`config.mk`:
```
export PLATFORM = sky130hd
export DESIGN_NAME = ftia_cell
export DESIGN_NICKNAME = d
export VERILOG_FILES = /design/src/rtl/ftia_pkg.sv /design/src/rtl/ftia_cell.sv
export SDC_FILE = /design/constraint.sdc
export NUM_CORES = 1
export LEC_CHECK = 0
export BUFFER_PORTS_ARGS = -buffer_cell sky130_fd_sc_hd__buf_2
export CAP_MARGIN = 30
export CELL_PAD_IN_SITES_DETAIL_PLACEMENT = 0
export CELL_PAD_IN_SITES_GLOBAL_PLACEMENT = 1
export CORE_UTILIZATION = 29
export DETAILED_ROUTE_END_ITERATION = 16
export PLACE_DENSITY = 0.64
export SLEW_MARGIN = 0
export SYNTH_ARGS = -nofsm -noshare
export SYNTH_HDL_FRONTEND = slang
export SYNTH_SLANG_ARGS = --single-unit
```
`constraint.sdc`:
```
create_clock -name clk -period 9.7 [get_ports clk]
set_clock_uncertainty 0.05 [all_clocks]
set_input_delay 1.455 -clock clk [delete_from_list [all_inputs] [get_ports clk]]
set_output_delay 1.455 -clock clk [all_outputs]
set_load 0.01 [all_outputs]
```
`src/rtl/ftia_pkg.sv`:
```
// shared types and constants for the face track id assigner
// used by ftia_cell and face_track_id_assigner; no dependencies
package ftia_pkg;

    localparam int MAX_FACES    = 16;
    localparam int COORD_W      = 12;
    localparam int CENT_W       = COORD_W + 1;
    localparam int ID_W         = 6;
    localparam int CNT_W        = $clog2(MAX_FACES + 1);
    localparam int RADIUS_W     = 12;
    localparam int MASKCNT_W    = 7;
    localparam int R2_W         = 2 * RADIUS_W;
    localparam int DIST_W       = 2 * CENT_W + 1;
    localparam int CFG_DATA_W   = 12;
    localparam int CFG_IDX_W    = 1;

    localparam logic [RADIUS_W-1:0]  RADIUS_RESET  = RADIUS_W'(100);
    localparam logic [MASKCNT_W-1:0] MASKCNT_RESET = MASKCNT_W'(1);
    localparam logic [MASKCNT_W-1:0] MASKCNT_MAX   = MASKCNT_W'(64);

    typedef enum logic [1:0] {
        REQ_FACE       = 2'd0,
        REQ_END_FRAME  = 2'd1,
        REQ_ACTIVATE   = 2'd2,
        REQ_DEACTIVATE = 2'd3
    } req_t;

    typedef enum logic [CFG_IDX_W-1:0] {
        REG_MATCH_RADIUS = 1'b0,
        REG_MASK_COUNT   = 1'b1
    } cfg_reg_t;

    typedef struct packed {
        logic [CENT_W-1:0] cx;
        logic [CENT_W-1:0] cy;
        logic [ID_W-1:0]   id;
    } entry_t;

    // search token walking down the row of cells
    typedef struct packed {
        logic              valid;
        logic [CENT_W-1:0] cx;
        logic [CENT_W-1:0] cy;
        logic              hit;
        logic [ID_W-1:0]   id;
    } probe_t;

    typedef struct packed {
        logic match_en;
        logic wr_en;
        logic copy;
    } cell_ctl_t;

endpackage

```
`src/rtl/ftia_cell.sv`:
```
// one tracker cell: holds one previous-frame entry and one current-frame entry
// and compares the passing search token against its previous entry; uses ftia_pkg
module ftia_cell (
    input  logic                      clk,
    input  logic                      rst_n,
    input  ftia_pkg::cell_ctl_t       ctl,
    input  ftia_pkg::entry_t          wr_entry,
    input  logic [ftia_pkg::R2_W-1:0] r2,
    input  ftia_pkg::probe_t          probe_in,
    output ftia_pkg::probe_t          probe_out
);
    import ftia_pkg::*;

    entry_t            prev_reg;
    entry_t            cur_reg;
    probe_t            probe_reg;
    probe_t            probe_next;
    logic [CENT_W-1:0] dx;
    logic [CENT_W-1:0] dy;
    logic [DIST_W-1:0] sq_x;
    logic [DIST_W-1:0] sq_y;
    logic [DIST_W-1:0] dist_sq;
    logic              hit;

    always_comb
    begin
        dx   = (probe_in.cx > prev_reg.cx) ? probe_in.cx - prev_reg.cx
                                           : prev_reg.cx - probe_in.cx;
        dy   = (probe_in.cy > prev_reg.cy) ? probe_in.cy - prev_reg.cy
                                           : prev_reg.cy - probe_in.cy;
        sq_x = DIST_W'(dx) * DIST_W'(dx);
        sq_y = DIST_W'(dy) * DIST_W'(dy);
        dist_sq = sq_x + sq_y;
        hit  = ctl.match_en && probe_in.valid && (dist_sq < DIST_W'(r2));

        probe_next = probe_in;
        if (hit)
        begin
            probe_next.hit = 1'b1;
            probe_next.id  = prev_reg.id;
        end
    end

    always_ff @(posedge clk or negedge rst_n)
    begin
        if (!rst_n)
        begin
            probe_reg.valid <= 1'b0;
        end
        else
        begin
            probe_reg <= probe_next;
        end
    end

    // table entries stay undefined until written
    always_ff @(posedge clk)
    begin
        if (ctl.copy)
        begin
            prev_reg <= cur_reg;
        end
        if (ctl.wr_en)
        begin
            cur_reg <= wr_entry;
        end
    end

    assign probe_out = probe_reg;

endmodule

```
==> results.sh, run 1 <==
export IMPL_tns_ns=-10.18
export IMPL_antenna_cells=0
export IMPL_setup_worst_path_start_class="primary input"
export IMPL_final_max_slew_violation_count=0
export IMPL_number_of_endpoints_failing_setup_at_the_final_stage=7
export IMPL_largest_register_ffs=34
export IMPL_worst_hold_path_cells=0
export IMPL_timing_setup_critical_path_class="primary input to register"
export IMPL_clock_root_buffer="sky130_fd_sc_hd__clkbuf_16"
export IMPL_period_needed_ns=11.20
export IMPL_hold_end="prev_reg[10]"
export IMPL_final_setup_worst_slack_ns=-1.50
export IMPL_drt_pass1_iter_count=5
export IMPL_finalNetCount=2534
export IMPL_multiInputGateArea_um2=11500
export IMPL_worst_r2r_startpoint="prev_reg[7]"
export IMPL_r2r_end="probe_out[1]"
export IMPL_final_core_utilization_pct=39.9
export IMPL_cell_area_after_technology_mapping_um2=15300
export IMPL_cts_hold_buffers=0
export IMPL_min_delay_start="cur_reg[10]"
export IMPL_dp_hpwl_mm=33.7
export IMPL_clk_pin_slew_worst_paths_ns=0.08
export IMPL_layoutNonFillerInstCount=2682
export IMPL_placementRows=83
export IMPL_avgRoutedWirePerCell_um=14.1
export IMPL_track_usage_pct=14.4
export IMPL_peak_clock_frequency_supported_by_timing_mhz=89.3
export IMPL_post_synthesis_async_set_or_reset_flop_share_pct=1.02
export IMPL_report_final_hold_viol_count=0
export IMPL_drive_above_1_share_pct=32.9
export IMPL_top_level_pins=129
export IMPL_die_area_um2=53700
export IMPL_timing_slew_headroom_pct=36.6
export IMPL_first_iter_violations=306
export IMPL_crit_path_max_fanout=7
export IMPL_place_congestion=0.927
export IMPL_yosys_warnings=0
export IMPL_min_delay_path_class="register to register"
export IMPL_reg2reg_slack_ns=-0.80
export IMPL_rsz0062_at_grt="yes"
export IMPL_mappedNetlistNets=2074
export IMPL_drc=0
export IMPL_htreeDepth=3
export IMPL_synth_seq_area_share_pct=19.2
export IMPL_synth_cell_types=75
export IMPL_grt_util_met1_pct=17.8
export IMPL_clk_latency_worst_skew_pair_ns=0.36
export IMPL_floorplan_die_width_um=232
export IMPL_clockBufferDepth=2
export IMPL_maxCapViolations=0
export IMPL_dominantRegCellSynth="sky130_fd_sc_hd__edfxtp_1"
export IMPL_clkSinkCount=98
export IMPL_final_hold_worst_slack_ns=0.362
export IMPL_clock_tree_from_tritoncts="built"
export IMPL_grt_busiest_layer="met2"
export IMPL_grt_pass1_vias=12600
export IMPL_reg2reg_depth=41
export IMPL_synth_seq_cells=98
export IMPL_core_um2=51700
export IMPL_final_min_period_over_clock_period_pct=115
export IMPL_netlist_instances=1537
export IMPL_num_fill_cells=5123
export IMPL_synth_edf_count=97
export IMPL_initial_standard_cell_utilization_of_the_core_pct=29.6
export IMPL_post_dr_vias_cell=4.38
export IMPL_arrival_time_worst_endpoint_ns=11.28
export IMPL_grt_pass1_wl_mm=61.1
export IMPL_area_growth_synth_to_final_pct=34.7
export IMPL_cp_slowest_stage_delay_ns=0.60
export IMPL_cp_endpoint_kind="register"
export IMPL_syn_area_per_cell_um2=9.97
export IMPL_cts_made_buffers=9
export IMPL_grt_overflow=0
export IMPL_dpl_cell_count=2645
export IMPL_groute_layer_met2_usage_pct=26.8
export IMPL_area_sequential_um2=2940
export IMPL_failing_checks="setup timing"
export IMPL_worst_slew_pin_slew_ns=0.951
export IMPL_fp_dieH_um=232
export IMPL_grt_max_degree=35
export IMPL_cp_required_ns=9.78
export IMPL_via_count=11700
export IMPL_wirelength_mm=37.9
export IMPL_drt_antenna_violating_nets=0
export IMPL_port_buffer_count=128
export IMPL_cpMostUsedCell="sky130_fd_sc_hd__fa_1"
export IMPL_outcome="finished, violations left"
export IMPL_grt_antenna_before_repair=0
export IMPL_grt_util_met3_pct=1.58
export IMPL_critical_path_slowest_cell="sky130_fd_sc_hd__fa_2"
-- synthesized netlist by cell type, drive strengths merged (12+ instances only) --
master  number  area share [%]
nand2b      26             1.1
fa         248              32
ha         194              16
o21ai       28            0.91
nor2       137             3.4
clkbuf      25            0.61
nand3       12            0.39
a21oi       51             1.7
or2         18            0.74
a21o        25             1.2
edfxtp      97              19
xor2        16            0.91
nor3        18            0.62
xnor2       35             2.1
nand2       58             1.4
mux2i       16             1.0
inv        411              10
-- worst max path at each step --
| stage | startpoint | endpoint | cells past startpoint |
|---|---|---|---|
| finish | probe_in[8] | probe_out[1] | 43 |
| detailed placement | probe_in[10] | probe_out[1] | 41 |
| global route | probe_in[7] | probe_out[0] | 40 |
| global placement | probe_in[19] | probe_out[1] | 40 |
| CTS | probe_in[13] | probe_out[1] | 41 |
| floorplan | probe_in[24] | probe_out[0] | 40 |
-- metal layers --
metal	vias to the layer above	wire length, um
met5	-	0
met2	125	20500
met1	5882	16100
li1	5713	-
met3	24	859
met4	0	422
-- cells by family (layout without fill, tap and decap cells) --
family	count (synthesis)	count (layout)	synth area share [%]
buffers and inverters	446	911	11.0
adders and majority gates	442	442	48.3
and+or+nand+nor	303	303	9.11
AOI/OAI and AO/OA	171	171	7.69
DFF	98	98	19.2
xor gates and xnor gates	51	51	2.96
muxes	26	26	1.80
-- cell usage in the layout (no fill, tap or decap), drive strengths merged, types with 4 or more instances in the layout --
master | synthesis | routed
a211o | 4 | 4
nand2b | 26 | 26
mux2i | 16 | 16
or3 | 4 | 4
a21o | 25 | 25
and3 | 5 | 5
clkinv | 3 | 4
nor4 | 4 | 4
nor2 | 137 | 137
a21oi | 51 | 51
fa | 248 | 248
o21a | 9 | 9
a31oi | 7 | 7
inv | 411 | 416
edfxtp | 97 | 97
o21bai | 7 | 7
clkbuf | 25 | 10
nand2 | 58 | 58
nand4 | 10 | 10
ha | 194 | 194
nand3 | 12 | 12
or2 | 18 | 18
o21ai | 28 | 28
xnor2 | 35 | 35
mux2 | 10 | 10
xor2 | 16 | 16
o211ai | 5 | 5
nor3 | 18 | 18
a211oi | 9 | 9
buf | 7 | 480
-- per-stage QoR --
stage	instance area, um2	setup slack, ns
after floorplan	15700	-1.44
after global placement	19500	-2.07
after detailed placement	19500	-2.20
after CTS	20100	-1.64
after global routing	20600	-1.78
final	20600	-1.50
-- critical path, delay by kind of cell --
family	cells	cell delay (ns)
muxes	1	0.29
buffers and inverters	9	0.98
and+or+nand+nor	8	1.71
xor gates and xnor gates	2	0.32
AOI/OAI and AO/OA	13	2.18
adders and majority gates	10	4.28
-- cell type report --
type,instances,area share (%)
Tap cell,680,4.12
Multi-Input combinational cell,993,55.7
Sequential cell,98,14.2
Timing Repair Buffer,481,16.7
Clock buffer,9,1.09
Clock inverter,7,0.449
Inverter,414,7.68
-- what timing repair did --
item                                    CTS  global route
gates resized for setup                  37            99
buffers inserted                          6            14
pin swaps                                33            49
gates cloned                              0             1
hold endpoints to repair                  0             0
endpoints found under the setup margin    7             7
Power of run 1 is left out: the tool's default activity adds up to more than one toggle a clock period on the data nets, which glitch-free logic cannot reach.
==> run 2, diff against run 1 <==
--- a/config.mk
+++ b/config.mk
@@ -9,6 +9,7 @@
 export CAP_MARGIN = 30
 export CELL_PAD_IN_SITES_DETAIL_PLACEMENT = 0
 export CELL_PAD_IN_SITES_GLOBAL_PLACEMENT = 1
+export CORE_MARGIN = 2
 export CORE_UTILIZATION = 29
 export DETAILED_ROUTE_END_ITERATION = 16
 export PLACE_DENSITY = 0.64
==> results.sh, run 2 (synthesis gave the netlist of run 1 again) <==
export IMPL_setup_worst_path_start_class="primary input"
export IMPL_final_max_slew_violation_count=0
export IMPL_post_dr_vias_cell=4.36
export IMPL_top_level_pins=129
export IMPL_clk_latency_worst_skew_pair_ns=0.36
export IMPL_area_sequential_um2=2940
export IMPL_r2r_end="probe_out[5]"
export IMPL_crit_family="adder cells"
export IMPL_grt_max_degree=35
export IMPL_finalNetCount=2546
export IMPL_drive_above_1_share_pct=32.7
export IMPL_place_congestion=0.905
export IMPL_tns_ns=-11.13
export IMPL_reg2reg_slack_ns=-0.91
export IMPL_critPathLaunch="probe_in[8]"
export IMPL_die_area_um2=54700
export IMPL_mostFrequentLayoutCells="sky130_fd_sc_hd__inv_1 (393), sky130_fd_sc_hd__buf_4 (357), sky130_fd_sc_hd__fa_1 (241)"
export IMPL_cp_endpoint_kind="register"
export IMPL_timing_setup_critical_path_class="primary input to register"
export IMPL_clock_root_buffer="sky130_fd_sc_hd__clkbuf_16"
export IMPL_arrival_time_worst_endpoint_ns=11.40
export IMPL_layout_cells_most_common="sky130_fd_sc_hd__inv_1"
export IMPL_grt_antenna_before_repair=0
export IMPL_cts_made_buffers=9
export IMPL_num_fill_cells=5186
export IMPL_crit_path_max_fanout=7
export IMPL_report_final_hold_viol_count=0
export IMPL_first_iter_violations=322
export IMPL_final_setup_worst_slack_ns=-1.64
export IMPL_placementRows=84
export IMPL_maxCapViolations=0
export IMPL_track_usage_pct=14.1
export IMPL_cts_hold_buffers=0
export IMPL_grt_pass1_wl_mm=61.0
export IMPL_rsz0062_at_grt="yes"
export IMPL_worst_r2r_startpoint="prev_reg[6]"
export IMPL_worstPathBufferInverterCount=12
export IMPL_clkSinkCount=98
export IMPL_timing_critical_path_depth=44
export IMPL_port_buffer_count=128
export IMPL_clk_pin_slew_worst_paths_ns=0.07
export IMPL_critical_path_slowest_cell="sky130_fd_sc_hd__fa_1"
export IMPL_initial_standard_cell_utilization_of_the_core_pct=29.2
export IMPL_cp_required_ns=9.76
export IMPL_floorplan_die_width_um=234
export IMPL_drt_pass1_iter_count=4
export IMPL_drc=0
export IMPL_number_of_endpoints_failing_setup_at_the_final_stage=7
export IMPL_grt_overflow=0
export IMPL_outcome="finished, violations left"
export IMPL_period_needed_ns=11.34
export IMPL_cpMostUsedCell="sky130_fd_sc_hd__fa_1"
export IMPL_cp_slowest_stage_delay_ns=0.57
export IMPL_reg2reg_depth=42
export IMPL_dp_hpwl_mm=33.7
export IMPL_via_count=11800
export IMPL_worst_slew_pin_slew_ns=0.878
export IMPL_crit_end="probe_out[5]"
export IMPL_area_growth_synth_to_final_pct=34.8
export IMPL_final_min_period_over_clock_period_pct=117
export IMPL_core_um2=52400
export IMPL_htreeDepth=3
export IMPL_final_hold_worst_slack_ns=0.371
export IMPL_multiInputGateArea_um2=11500
export IMPL_antenna_cells=0
export IMPL_peak_clock_frequency_supported_by_timing_mhz=88.2
export IMPL_worst_hold_path_cells=0
export IMPL_failing_checks="setup timing"
export IMPL_wirelength_mm=38.1
export IMPL_fp_dieH_um=234
export IMPL_clockBufferDepth=2
export IMPL_timing_slew_headroom_pct=41.5
export IMPL_avgRoutedWirePerCell_um=14.1
export IMPL_min_delay_path_class="register to register"
export IMPL_drt_antenna_violating_nets=0
export IMPL_grt_pass1_vias=12400
export IMPL_clock_tree_from_tritoncts="built"
export IMPL_largest_register_ffs=34
-- run 2: per-layer routing --
| metal | routed length, um | global-route usage, % | up-vias |
|---|---|---|---|
| li1 | - | - | 5737 |
| met1 | 16500 | 18.1 | 5897 |
| met2 | 20500 | 26.0 | 125 |
| met3 | 700 | 1.22 | 25 |
| met4 | 448 | 2.75 | 0 |
| met5 | 0 | 0 | - |
-- run 2: worst min-delay path by stage --
stage / start / to
after detailed placement: cur_reg[5] / prev_reg[5]
after global routing: cur_reg[29] / prev_reg[29]
after CTS: cur_reg[5] / prev_reg[5]
after floorplan: cur_reg[0] / prev_reg[0]
after global placement: cur_reg[25] / prev_reg[25]
final: cur_reg[5] / prev_reg[5]
-- run 2: final cells by class --
| class | instances | area share, % |
|---|---|---|
| clock buffers | 9 | 1.09 |
| clock inverters | 7 | 0.297 |
| inverters | 414 | 7.66 |
| multi-input cells | 993 | 55.6 |
| flip-flops and latches | 98 | 14.2 |
| well taps | 688 | 4.17 |
| repair buffers | 493 | 17.0 |
-- run 2: through the flow --
stage / cell area (um2) / instances / setup WS (ns) / util (%)
after floorplan: 15700 / 1537 / -1.44 / -
after global placement: 19500 / 2653 / -2.07 / 37.2
after detailed placement: 19500 / 2653 / -2.25 / 37.2
after CTS: 20100 / 2680 / -1.69 / 38.4
after global routing: 20700 / 2702 / -1.95 / 39.4
final: 20700 / 2702 / -1.64 / 39.4
-- run 2: repair_timing --
action	CTS	global route
pin swaps	39	43
endpoints found under the setup margin	7	7
hold endpoints to repair	0	0
buffers inserted	11	22
gates resized for setup	45	73
Power of run 2 is left out for the same reason.
